$ cat src/rtl/thc_pkg.sv
// Shared types and constants for the heater controller with run-time countdown.
`timescale 1ns / 1ps

package thc_pkg;

    // Defaults and fixed limits
    localparam int TICKS_PER_SECOND_DEF = 5;
    localparam logic [3:0] MAX_HOURS    = 4'd6;
    localparam logic [9:0] DEG_MAX      = 10'd999;
    localparam logic [5:0] SEC_MAX      = 6'd59;
    localparam logic [2:0] TENS_MAX     = 3'd5;
    localparam logic [3:0] UNITS_MAX    = 4'd9;

    // Converter word layout
    localparam int SENSOR_OPEN_BIT = 2;
    localparam int SENSOR_MSB      = 14;
    localparam int SENSOR_LSB      = 5;

    // Register reset values
    localparam logic [7:0] UPPER_RESET  = 8'd40;
    localparam logic [7:0] LOWER_RESET  = 8'd30;
    localparam logic [4:0] OFFSET_RESET = 5'd0;

    typedef enum logic [1:0] {
        ACT_TICK   = 2'd0,
        ACT_SAMPLE = 2'd1,
        ACT_GO     = 2'd2,
        ACT_LOAD   = 2'd3
    } t_action;

    typedef enum logic [1:0] {
        CFG_UPPER  = 2'd0,
        CFG_LOWER  = 2'd1,
        CFG_OFFSET = 2'd2
    } t_cfg_index;

    typedef struct packed {
        t_action     action;
        logic [15:0] sensor_word;
        logic [2:0]  load_hours;
        logic [2:0]  load_tens;
        logic [3:0]  load_units;
    } t_item;

    typedef struct packed {
        logic [7:0]        upper_limit;
        logic [7:0]        lower_limit;
        logic signed [4:0] sensor_offset;
    } t_cfg;

    typedef struct packed {
        logic       running;
        logic       heater_on;
        logic       timing;
        logic       probe_open;
        logic [9:0] degrees;
        logic [2:0] left_hours;
        logic [2:0] left_tens;
        logic [3:0] left_units;
        logic [5:0] left_seconds;
    } t_result;

endpackage

$ cat src/rtl/thc_cfg.sv
// Configuration registers: limits and sensor offset.
`timescale 1ns / 1ps

module thc_cfg (
    input  logic                i_clk,
    input  logic                i_rst_n,
    input  logic                i_cfg_valid,
    input  logic [1:0]          i_cfg_index,
    input  logic [7:0]          i_cfg_data,
    output thc_pkg::t_cfg       o_cfg
);

    thc_pkg::t_cfg r_cfg;

    // Register write; unknown index is dropped
    always_ff @(posedge i_clk) begin
        if (!i_rst_n) begin
            r_cfg.upper_limit   <= thc_pkg::UPPER_RESET;
            r_cfg.lower_limit   <= thc_pkg::LOWER_RESET;
            r_cfg.sensor_offset <= thc_pkg::OFFSET_RESET;
        end else if (i_cfg_valid) begin
            unique case (thc_pkg::t_cfg_index'(i_cfg_index))
                thc_pkg::CFG_UPPER:  r_cfg.upper_limit   <= i_cfg_data;
                thc_pkg::CFG_LOWER:  r_cfg.lower_limit   <= i_cfg_data;
                thc_pkg::CFG_OFFSET: r_cfg.sensor_offset <= i_cfg_data[4:0];
                default: ;
            endcase
        end
    end

    assign o_cfg = r_cfg;

endmodule

$ cat src/rtl/thc_in_stage.sv
// Input register holding one accepted transaction for the update logic.
`timescale 1ns / 1ps

module thc_in_stage (
    input  logic           i_clk,
    input  logic           i_rst_n,
    input  logic           i_valid,
    output logic           o_ready,
    input  thc_pkg::t_item i_item,
    input  logic           i_advance,
    output logic           o_valid,
    output thc_pkg::t_item o_item
);

    logic           r_valid;
    thc_pkg::t_item r_item;

    // Free when empty or when the held item moves on this cycle
    assign o_ready = !r_valid || i_advance;

    always_ff @(posedge i_clk) begin
        if (!i_rst_n) begin
            r_valid <= 1'b0;
        end else if (o_ready) begin
            r_valid <= i_valid;
        end
    end

    always_ff @(posedge i_clk) begin
        if (o_ready && i_valid) begin
            r_item <= i_item;
        end
    end

    assign o_valid = r_valid;
    assign o_item  = r_item;

endmodule

$ cat src/rtl/thc_core.sv
// Controller state and its combinational update for one event.
`timescale 1ns / 1ps

module thc_core #(
    parameter int TICKS_PER_SECOND = thc_pkg::TICKS_PER_SECOND_DEF
) (
    input  logic             i_clk,
    input  logic             i_rst_n,
    input  logic             i_advance,
    input  thc_pkg::t_item   i_item,
    input  thc_pkg::t_cfg    i_cfg,
    output thc_pkg::t_result o_result
);

    localparam int PW = (TICKS_PER_SECOND > 1) ? $clog2(TICKS_PER_SECOND) : 1;
    localparam logic [PW-1:0] PRESCALE_LAST = PW'(TICKS_PER_SECOND - 1);

    logic          r_run, r_heat, r_timing, r_fault;
    logic [9:0]    r_temp;
    logic [PW-1:0] r_prescale;
    logic [2:0]    r_hours, r_tens;
    logic [3:0]    r_units;
    logic [5:0]    r_seconds;

    logic          n_run, n_heat, n_timing, n_fault;
    logic [9:0]    n_temp;
    logic [PW-1:0] n_prescale;
    logic [2:0]    n_hours, n_tens;
    logic [3:0]    n_units;
    logic [5:0]    n_seconds;

    logic [9:0]        w_raw;
    logic signed [11:0] w_sum;
    logic               w_zero;

    // Corrected sensor reading before clamping
    assign w_raw = i_item.sensor_word[thc_pkg::SENSOR_MSB:thc_pkg::SENSOR_LSB];
    assign w_sum = $signed({2'b00, w_raw})
                 + $signed({{7{i_cfg.sensor_offset[4]}}, i_cfg.sensor_offset});

    // Event handling followed by run evaluation
    always_comb begin
        n_run      = r_run;
        n_heat     = r_heat;
        n_timing   = r_timing;
        n_fault    = r_fault;
        n_temp     = r_temp;
        n_prescale = r_prescale;
        n_hours    = r_hours;
        n_tens     = r_tens;
        n_units    = r_units;
        n_seconds  = r_seconds;

        unique case (i_item.action)
            thc_pkg::ACT_TICK: begin
                if (r_timing) begin
                    if (r_prescale == PRESCALE_LAST) begin
                        n_prescale = '0;
                        // take one second off, borrowing downward
                        priority if (r_seconds != 6'd0) begin
                            n_seconds = r_seconds - 6'd1;
                        end else if (r_units != 4'd0) begin
                            n_units   = r_units - 4'd1;
                            n_seconds = thc_pkg::SEC_MAX;
                        end else if (r_tens != 3'd0) begin
                            n_tens    = r_tens - 3'd1;
                            n_units   = thc_pkg::UNITS_MAX;
                            n_seconds = thc_pkg::SEC_MAX;
                        end else if (r_hours != 3'd0) begin
                            n_hours   = r_hours - 3'd1;
                            n_tens    = thc_pkg::TENS_MAX;
                            n_units   = thc_pkg::UNITS_MAX;
                            n_seconds = thc_pkg::SEC_MAX;
                        end
                    end else begin
                        n_prescale = r_prescale + PW'(1);
                    end
                end
            end
            thc_pkg::ACT_SAMPLE: begin
                if (i_item.sensor_word[thc_pkg::SENSOR_OPEN_BIT]) begin
                    n_fault = 1'b1;
                end else begin
                    n_fault = 1'b0;
                    priority if (w_sum < 12'sd0) begin
                        n_temp = 10'd0;
                    end else if (w_sum > $signed({2'b00, thc_pkg::DEG_MAX})) begin
                        n_temp = thc_pkg::DEG_MAX;
                    end else begin
                        n_temp = w_sum[9:0];
                    end
                end
            end
            thc_pkg::ACT_GO: begin
                if (r_run) begin
                    n_run = 1'b0;
                end else begin
                    n_run  = 1'b1;
                    n_heat = (r_temp <= {2'b00, i_cfg.upper_limit});
                end
            end
            thc_pkg::ACT_LOAD: begin
                if (!r_run) begin
                    if ({1'b0, i_item.load_hours} >= thc_pkg::MAX_HOURS) begin
                        n_hours = thc_pkg::MAX_HOURS[2:0];
                        n_tens  = 3'd0;
                        n_units = 4'd0;
                    end else begin
                        n_hours = i_item.load_hours;
                        n_tens  = (i_item.load_tens > thc_pkg::TENS_MAX)
                                ? thc_pkg::TENS_MAX : i_item.load_tens;
                        n_units = (i_item.load_units > thc_pkg::UNITS_MAX)
                                ? thc_pkg::UNITS_MAX : i_item.load_units;
                    end
                    n_seconds = 6'd0;
                end
            end
            default: ;
        endcase

        w_zero = (n_hours == 3'd0) && (n_tens == 3'd0) && (n_units == 4'd0)
              && (n_seconds == 6'd0);

        // Run evaluation on the updated values
        if (!n_run) begin
            n_heat   = 1'b0;
            n_timing = 1'b0;
        end else if (w_zero) begin
            n_run    = 1'b0;
            n_heat   = 1'b0;
            n_timing = 1'b0;
        end else begin
            n_timing = (n_temp >= {2'b00, i_cfg.lower_limit});
            if (n_temp > {2'b00, i_cfg.upper_limit}) begin
                n_heat = 1'b0;
            end
            if (n_temp <= {2'b00, i_cfg.lower_limit}) begin
                n_heat = 1'b1;
            end
        end
    end

    // State registers
    always_ff @(posedge i_clk) begin
        if (!i_rst_n) begin
            r_run      <= 1'b0;
            r_heat     <= 1'b0;
            r_timing   <= 1'b0;
            r_fault    <= 1'b0;
            r_temp     <= '0;
            r_prescale <= '0;
            r_hours    <= '0;
            r_tens     <= '0;
            r_units    <= '0;
            r_seconds  <= '0;
        end else if (i_advance) begin
            r_run      <= n_run;
            r_heat     <= n_heat;
            r_timing   <= n_timing;
            r_fault    <= n_fault;
            r_temp     <= n_temp;
            r_prescale <= n_prescale;
            r_hours    <= n_hours;
            r_tens     <= n_tens;
            r_units    <= n_units;
            r_seconds  <= n_seconds;
        end
    end

    // Result is the state after this event
    assign o_result.running      = n_run;
    assign o_result.heater_on    = n_heat;
    assign o_result.timing       = n_timing;
    assign o_result.probe_open   = n_fault;
    assign o_result.degrees      = n_temp;
    assign o_result.left_hours   = n_hours;
    assign o_result.left_tens    = n_tens;
    assign o_result.left_units   = n_units;
    assign o_result.left_seconds = n_seconds;

endmodule

$ cat src/rtl/thc_out_stage.sv
// Result register; holds a result until the downstream transaction completes.
`timescale 1ns / 1ps

module thc_out_stage (
    input  logic             i_clk,
    input  logic             i_rst_n,
    input  logic             i_load,
    input  thc_pkg::t_result i_result,
    input  logic             i_ready,
    output logic             o_valid,
    output logic             o_free,
    output thc_pkg::t_result o_result
);

    logic             r_valid;
    thc_pkg::t_result r_result;

    assign o_free = !r_valid || i_ready;

    always_ff @(posedge i_clk) begin
        if (!i_rst_n) begin
            r_valid <= 1'b0;
        end else if (i_load) begin
            r_valid <= 1'b1;
        end else if (i_ready) begin
            r_valid <= 1'b0;
        end
    end

    always_ff @(posedge i_clk) begin
        if (i_load) begin
            r_result <= i_result;
        end
    end

    assign o_valid  = r_valid;
    assign o_result = r_result;

endmodule

$ cat src/rtl/thermostat_hysteresis_countdown_top.sv
// Top level of the heater controller with hysteresis and run-time countdown.
// The input register holds each transaction, then the result register holds its result.
// Throughput: one transaction per cycle while the result channel is not stalled;
// the state update is one pass of compare logic.
// Reset: synchronous active-low i_rst_n clears all flags, temperature and countdown,
// and loads the limits 40 and 30 with zero offset; no clearing pass is needed.
`timescale 1ns / 1ps

module thermostat_hysteresis_countdown_top #(
    parameter int TICKS_PER_SECOND = thc_pkg::TICKS_PER_SECOND_DEF
) (
    input  logic        i_clk,
    input  logic        i_rst_n,
    // input channel
    input  logic        i_in_valid,
    output logic        o_in_ready,
    input  logic [1:0]  i_action,
    input  logic [15:0] i_sensor_word,
    input  logic [2:0]  i_load_hours,
    input  logic [2:0]  i_load_tens,
    input  logic [3:0]  i_load_units,
    // result channel
    output logic        o_out_valid,
    input  logic        i_out_ready,
    output logic        o_running,
    output logic        o_heater_on,
    output logic        o_timing,
    output logic        o_probe_open,
    output logic [9:0]  o_degrees,
    output logic [2:0]  o_left_hours,
    output logic [2:0]  o_left_tens,
    output logic [3:0]  o_left_units,
    output logic [5:0]  o_left_seconds,
    // configuration channel
    input  logic        i_cfg_valid,
    output logic        o_cfg_ready,
    input  logic [1:0]  i_cfg_index,
    input  logic [7:0]  i_cfg_data
);

    thc_pkg::t_item   w_in_item;
    thc_pkg::t_item   w_held_item;
    thc_pkg::t_cfg    w_cfg;
    thc_pkg::t_result w_next_result;
    thc_pkg::t_result w_out_result;
    logic             w_held_valid;
    logic             w_out_free;
    logic             w_advance;

    assign w_in_item.action      = thc_pkg::t_action'(i_action);
    assign w_in_item.sensor_word = i_sensor_word;
    assign w_in_item.load_hours  = i_load_hours;
    assign w_in_item.load_tens   = i_load_tens;
    assign w_in_item.load_units  = i_load_units;

    // Config writes are always taken
    assign o_cfg_ready = 1'b1;

    thc_cfg u_cfg (
        .i_clk       (i_clk),
        .i_rst_n     (i_rst_n),
        .i_cfg_valid (i_cfg_valid),
        .i_cfg_index (i_cfg_index),
        .i_cfg_data  (i_cfg_data),
        .o_cfg       (w_cfg)
    );

    thc_in_stage u_in (
        .i_clk     (i_clk),
        .i_rst_n   (i_rst_n),
        .i_valid   (i_in_valid),
        .o_ready   (o_in_ready),
        .i_item    (w_in_item),
        .i_advance (w_advance),
        .o_valid   (w_held_valid),
        .o_item    (w_held_item)
    );

    // Held transaction is processed when the result register can take it
    assign w_advance = w_held_valid && w_out_free;

    thc_core #(
        .TICKS_PER_SECOND (TICKS_PER_SECOND)
    ) u_core (
        .i_clk     (i_clk),
        .i_rst_n   (i_rst_n),
        .i_advance (w_advance),
        .i_item    (w_held_item),
        .i_cfg     (w_cfg),
        .o_result  (w_next_result)
    );

    thc_out_stage u_out (
        .i_clk    (i_clk),
        .i_rst_n  (i_rst_n),
        .i_load   (w_advance),
        .i_result (w_next_result),
        .i_ready  (i_out_ready),
        .o_valid  (o_out_valid),
        .o_free   (w_out_free),
        .o_result (w_out_result)
    );

    assign o_running      = w_out_result.running;
    assign o_heater_on    = w_out_result.heater_on;
    assign o_timing       = w_out_result.timing;
    assign o_probe_open   = w_out_result.probe_open;
    assign o_degrees      = w_out_result.degrees;
    assign o_left_hours   = w_out_result.left_hours;
    assign o_left_tens    = w_out_result.left_tens;
    assign o_left_units   = w_out_result.left_units;
    assign o_left_seconds = w_out_result.left_seconds;

`ifndef SYNTHESIS
    // Heater and timing only ever active within a run
    a_flags_need_run: assert property (@(posedge i_clk) disable iff (!i_rst_n)
        (o_out_valid && (o_heater_on || o_timing)) |-> o_running)
        else $error("heater or timing active outside a run");

    // A reported run always has time left
    a_run_has_time: assert property (@(posedge i_clk) disable iff (!i_rst_n)
        (o_out_valid && o_running) |->
        (o_left_hours != 3'd0 || o_left_tens != 3'd0 ||
         o_left_units != 4'd0 || o_left_seconds != 6'd0))
        else $error("run reported with zero countdown");

    // Countdown seconds, tens and units digits and temperature stay in range
    a_digits_range: assert property (@(posedge i_clk) disable iff (!i_rst_n)
        o_out_valid |-> (o_left_seconds <= thc_pkg::SEC_MAX &&
                         o_left_tens <= thc_pkg::TENS_MAX &&
                         o_left_units <= thc_pkg::UNITS_MAX &&
                         o_degrees <= thc_pkg::DEG_MAX))
        else $error("countdown digit or temperature out of range");

    // Input side only blocks when a finished result is stalled downstream
    a_backpressure: assert property (@(posedge i_clk) disable iff (!i_rst_n)
        !o_in_ready |-> (o_out_valid && !i_out_ready))
        else $error("input blocked without output stall");
`endif

endmodule
$ cat config.mk
export PLATFORM = sky130hd
export DESIGN_NAME = thermostat_hysteresis_countdown_top
export DESIGN_NICKNAME = d
export VERILOG_FILES = /design/src/rtl/thc_pkg.sv /design/src/rtl/thc_cfg.sv /design/src/rtl/thc_in_stage.sv /design/src/rtl/thc_core.sv /design/src/rtl/thc_out_stage.sv /design/src/rtl/thermostat_hysteresis_countdown_top.sv
export SDC_FILE = /design/constraint.sdc
export NUM_CORES = 1
export LEC_CHECK = 0
export BUFFER_PORTS_ARGS = -buffer_cell sky130_fd_sc_hd__buf_4
export CELL_PAD_IN_SITES_DETAIL_PLACEMENT = 0
export CELL_PAD_IN_SITES_GLOBAL_PLACEMENT = 1
export CORE_MARGIN = 5
export CORE_UTILIZATION = 45
export CTS_BUF_LIST = sky130_fd_sc_hd__clkbuf_2
export DETAILED_ROUTE_END_ITERATION = 10
export PLACE_DENSITY_LB_ADDON = 0.1
export SYNTH_ARGS = -nofsm -noshare
export SYNTH_HDL_FRONTEND = slang
export SYNTH_HIERARCHICAL = 1
export SYNTH_SLANG_ARGS = --single-unit
$ cat constraint.sdc
create_clock -name i_clk -period 5.5 [get_ports i_clk]
set_input_delay 0.825 -clock i_clk [delete_from_list [all_inputs] [get_ports i_clk]]
set_output_delay 0.825 -clock i_clk [all_outputs]
set_load 0.02 [all_outputs]
==> results of run 1 <==
[how the worst max path moves through the flow]
stage,cells past startpoint,end,slack [ns]
final,16,u_core/r_heat,0.69
after global routing,16,u_core/r_heat,0.31
after CTS,16,u_core/r_heat,0.71
after detailed placement,16,u_core/r_heat,0.78
after global placement,16,u_core/r_heat,0.93
after floorplan,17,u_out/o_result[27],1.41
[layout by cell type, fill, tap and decap left out, types with 5 or more instances in the layout]
cell / n
buf_4: 71
nand2_1: 71
dfxtp_1: 56
edfxtp_1: 53
inv_1: 48
ha_1: 47
o21ai_0: 42
mux2i_1: 32
nor2b_1: 28
a21oi_1: 24
nor2_1: 22
nand4_1: 11
nand3_1: 10
clkbuf_2: 9
xnor2_1: 8
nand2b_1: 7
nor3_1: 7
a21o_1: 6
nor4_1: 6
a21boi_0: 6
o211ai_1: 5
o31ai_1: 5
o21a_1: 5
[registers in the layout (all words and copies together) (netlist names)]
name / flops
u_core/r_tens: 3
u_out/o_result: 30
u_out/o_valid: 1
u_in/o_valid: 1
u_core/r_seconds: 6
u_cfg/o_cfg: 21
u_core/r_timing: 1
u_core/r_hours: 3
u_core/r_run: 1
u_core/r_temp: 10
u_core/r_fault: 1
u_in/o_item: 23
u_core/r_heat: 1
u_core/r_units: 4
u_core/r_prescale: 3
[layout make-up]
cell class / instances / area (um^2) / area share
Sequential cell: 109 / 2710 / 0.388
Tap cell: 180 / 225 / 0.0322
Multi-Input combinational cell: 448 / 3240 / 0.464
Clock buffer: 9 / 45.0 / 0.00644
Timing Repair Buffer: 71 / 533 / 0.0762
Inverter: 48 / 180 / 0.0258
Clock inverter: 7 / 51.3 / 0.00734
[power groups by stage]
stage | registers [mW] | logic [mW] | clock network (mW)
detailed placement | 0.936 | 0.310 | 0
global route | 0.925 | 0.340 | 0.399
finish | 0.919 | 0.310 | 0.346
floorplan | 0.949 | 0.197 | 0
global placement | 0.935 | 0.307 | 0
CTS | 0.920 | 0.312 | 0.367
[metrics by stage]
| step | area [um^2] | setup WS, ns |
|---|---|---|
| global route | 6990 | 0.314 |
| floorplan | 6270 | 1.41 |
| CTS | 6990 | 0.712 |
| global placement | 6890 | 0.929 |
| detailed placement | 6890 | 0.784 |
| finish | 6990 | 0.691 |
[per-layer routing]
metal | GRT usage | up-vias
met2 | 0.316 | 127
li1 | - | 2411
met5 | 0 | -
met3 | 0.0292 | 33
met1 | 0.212 | 2316
met4 | 0.0799 | 0
[worst max-delay path, stage by stage, from the launching register on]
cell and delay (ns):
dfxtp_1 0.56, ha_1 0.35, and3_1 0.22, and3_1 0.18
a211o_1 0.32, a211oi_2 0.28, xnor2_1 0.21, a31oi_1 0.49
o21ai_0 0.24, a22o_1 0.32, ha_1 0.21, a2111oi_0 0.48
a21oi_1 0.15, o21a_1 0.18, o22ai_1 0.15, a21oi_1 0.10
o41ai_1 0.30
==> results.cfg, run 1 <==
[timing]
rsz0062_at_grt = no
hold_viol = 0
finalMaxSlewViolations = 0
fmax_mhz = 208
relSlewSlack = 0.348
setup_viol = 0
worst_pin_slew_ns = 0.978
period_share = 0.874
fin_worst_hold_slack_ns = 0.343
fin_tns_setup_ns = 0
fin_skew_ns = 0.0215
fin_crit_ns = 4.81

[cells_and_area]
area_growth_pct = 11.5
layout.nets = 778
fin_util = 0.508
drive_gt1_frac = 0.158
diodes = 0
final_cell_count_no_fill = 872
fillCellCount = 1342

[die]
die-area_um2 = 16400
io_pins = 76
initial_core_util = 0.455
design.core.area_um2 = 13800
row_count = 43
die_w_um = 128
fp.dieH_um = 128

[setup_path]
cp-end-kind = register
cp_max_fo = 7
critPathRequiredTime_ns = 6.04
worstSetupStartpointType = register
crit_type = register to register
reg2reg_slack_ns = 0.69
r2r_cells = 16
crit_arrival_ns = 5.35
startpoint = u_cfg/o_cfg[4]
rr_startpoint = u_cfg/o_cfg[4]
timing.rr.end = u_core/r_heat

[global_routing]
grt_pass1_wl_mm = 23.4
track_usage = 0.178
grt_start_max_net_pins = 69
grt_pass1_vias = 4793
antenna_found_initial = 0
grt_overflow_total = 0

[worst_hold_path]
hp-start = i_load_tens[1]
holdPathStages = 1
min_path_type = input port to register
holdPathEnd = u_in/o_item[5]

[cts]
cts_setup_buffers = 0
cts_tree = done
clockBufferDepth = 2
cts-resized-gates = 0
hold_buffers = 0
clk_pin_slew_worst_paths_ns = 0.31
cts.htree.levels = 3
clock-sinks = 109
root_buffer = clkbuf_2
cts_buffers = 9
insertion_delay_ns = 0.62

[detailed_routing]
via_count = 4887
ant_nets = 0
met1_length_mm = 5.92
top_layer_used = met4
drtIter0Drc = 384
wl_per_cell_um = 16.4
drt_wl_total_mm = 14.3
drc = 0
vias_per_cell = 5.60
wl_met3_um = 541
dr_wl_met2_mm = 7.36
drt_first_pass_iters = 5

[pwr]
clock_power_share = 0.219
p_per_area_nw_per_um2 = 225
combPwrFrac = 0.197
p_sw_mw = 0.489
vdd_drop_max_v = 0.000102
p_total_mw = 1.58
p_int_mw = 1.09
swShare = 0.311
pwr-share-seq = 0.584
power.leakage_nw = 2.86

[synth]
syn_inst = 633
syn-num-nets = 724
ys_warn_count = 6
synth_area_per_cell_um2 = 9.90
synth_area_um2 = 6270

[placed_design]
portBuffers = 69
hpwl_mm = 10.6
dpl.cell_count = 856
gp_congestion = 0.907

[run]
max_cap_viol_count = 0

[run_status]
status = completed
Power figures use the tool's default switching activity.
==> inputs of run 2 (changes only) <==
- ABC_AREA: unset -> 1
- SYNTH_HIERARCHICAL: 1 -> unset
==> run 2 against run 1 <==
Critical path depth grew 12. Routed wire length up 2.5%. Sequential power grew 2%. Synthesized area is 0.32% higher. Maximum frequency is 17% higher. Worst hold slack improved by 0.023 ns.
==> results.cfg, run 2 <==
[synth]
syn-num-nets = 867
synth_edf_count = 53
yosysMostFrequentCell = nand2_1
synth.distinct_cells = 50
synth-async-reset-ratio = 0
yosysTopAreaCell = edfxtp_1
ys.flop_type = dfxtp_1
synth_top_area_frac = 0.253
ys_ff_latch = 109
ys_warn_count = 0
synth.area.top_cells = edfxtp_1 (25%), dfxtp_1 (18%), ha_1 (9.4%)
syn_inst = 776
yosysSeqAreaShare = 0.431
synth_commonest_cells = nand2_1 (135), inv_1 (127), nor2_1 (63)
synth_area_per_cell_um2 = 8.10
synth_area_um2 = 6290

[setup_path]
cp_max_fo = 5
r2r_cells = 28
cp_slowest_stage_delay_ns = 0.41
startpoint = u_cfg.o_cfg[0]
rr_startpoint = u_cfg.o_cfg[0]
critPathRequiredTime_ns = 5.89
crit_arrival_ns = 4.51
cp-end-kind = register
endpoint = u_out.o_result[28]
crit_slowest_cell = dfxtp_1
timing.rr.end = u_out.o_result[28]
crit_type = register to register
worstSetupStartpointType = register
reg2reg_slack_ns = 1.38

[die]
design.core.area_um2 = 13800
row_count = 43
initial_core_util = 0.457
die-area_um2 = 16400
fp.dieH_um = 128
die_w_um = 128
io_pins = 76

[global_routing]
antenna_found_initial = 0
grt_overflow_total = 0
track_usage = 0.187
grt_pass1_wl_mm = 24.8
grt_pass1_vias = 5109
grt_start_max_net_pins = 53

[cts]
root_buffer = clkbuf_2
clk_pin_slew_worst_paths_ns = 0.28
cts_tree = done
cts_setup_buffers = 0
clockBufferDepth = 2
insertion_delay_ns = 0.60
hold_buffers = 0
clock-sinks = 109
cts.htree.levels = 3
cts-resized-gates = 0
cts_buffers = 9

[detailed_routing]
wl_per_cell_um = 14.2
drtIter0Drc = 291
via_count = 5224
drt_wl_total_mm = 14.6
drt_first_pass_iters = 6
vias_per_cell = 5.08
ant_nets = 0
drc = 0

[cells_and_area]
multi_input_area_um2 = 2960
layout_common_cells = nand2_1 (135), inv_1 (126), buf_4 (72)
diodes = 0
layout.nets = 935
largest_reg_flops = 30
seq_area_um2 = 2710
area_growth_pct = 12.6
final_cell_count_no_fill = 1029
final_common_cell = nand2_1
fillCellCount = 1357
drive_gt1_frac = 0.161

[worst_hold_path]
hp-start = i_load_units[3]
holdPathStages = 1
min_path_type = input port to register

[timing]
fin_crit_ns = 4.12
hold_viol = 0
period_share = 0.749
worst_pin_slew_ns = 0.978
fmax_mhz = 243
setup_ws_ns = 1.38
fin_tns_setup_ns = 0
relSlewSlack = 0.347
fin_worst_hold_slack_ns = 0.366
fin_skew_ns = 0.0239
finalMaxSlewViolations = 0
rsz0062_at_grt = no
setup_viol = 0

[placed_design]
portBuffers = 69
hpwl_mm = 11.2
dpl.cell_count = 1013
pre_cts_slack_ns = 1.47
gp_congestion = 0.856

[pwr]
p_total_mw = 1.72
power.leakage_nw = 3.35
p_per_area_nw_per_um2 = 242
vdd_drop_max_v = 0.000150

[run]
max_cap_viol_count = 0

[run_status]
status = completed
run 2: cell type report:
type / instances / area share
Timing Repair Buffer: 72 / 0.0763
Tap cell: 180 / 0.0318
Clock buffer: 11 / 0.00778
Clock inverter: 5 / 0.00725
Multi-Input combinational cell: 508 / 0.417
Inverter: 144 / 0.0763
Sequential cell: 109 / 0.383
run 2: worst max-delay path: cells and delay by family, from the launching register on:
kind	cells	cell delay, ns
AO/OA/AOI/OAI	7	1.04
adder cells (fa/ha/maj)	3	1.02
AND/OR/NAND/NOR	12	0.93
flip-flops	1	0.41
buffers and inverters	5	0.36
XOR/XNOR	1	0.15
run 2: metal layers:
layer,track usage,wire [um],vias up
li1,-,-,2711
met1,0.270,7500,2401
met2,0.292,6410,98
met3,0.0258,531,14
met4,0.0574,185,0
met5,0,0,-
run 2: worst min path at each step:
stage / slack [ns] / endpoint
3_3_place_gp: 0.45 / u_cfg.o_cfg[10]
4_1_cts: 0.30 / u_in.o_item[3]
6_report: 0.37 / u_in.o_item[3]
3_5_place_dp: 0.46 / u_cfg.o_cfg[10]
5_1_grt: 0.29 / u_in.o_item[3]
2_1_floorplan: 0.44 / u_cfg.o_cfg[10]
run 2: kinds of logic (layout without fill, tap and decap cells):
| kind of cell | Yosys count | count (layout) | synth area share |
|---|---|---|---|
| flip-flops | 109 | 109 | 0.431 |
| adder cells (fa/ha/maj) | 48 | 48 | 0.0967 |
| AO/OA/AOI/OAI | 174 | 174 | 0.159 |
| buffers and inverters | 159 | 232 | 0.0987 |
| XOR/XNOR | 6 | 6 | 0.00836 |
| AND/OR/NAND/NOR | 279 | 279 | 0.205 |
| other | 1 | 1 | 0.000596 |
run 2: report_power, final:
part	leakage, nW	switching, mW	internal, mW
registers	0.971	0.0267	0.908
clock network	0.0741	0.266	0.107
logic	2.31	0.262	0.146
run 2: per-stage QoR:
step	util	cell area, um^2
2_1_floorplan	-	6290
6_report	0.514	7080
5_1_grt	0.514	7080
4_1_cts	0.514	7080
3_3_place_gp	0.506	6970
3_5_place_dp	0.506	6970
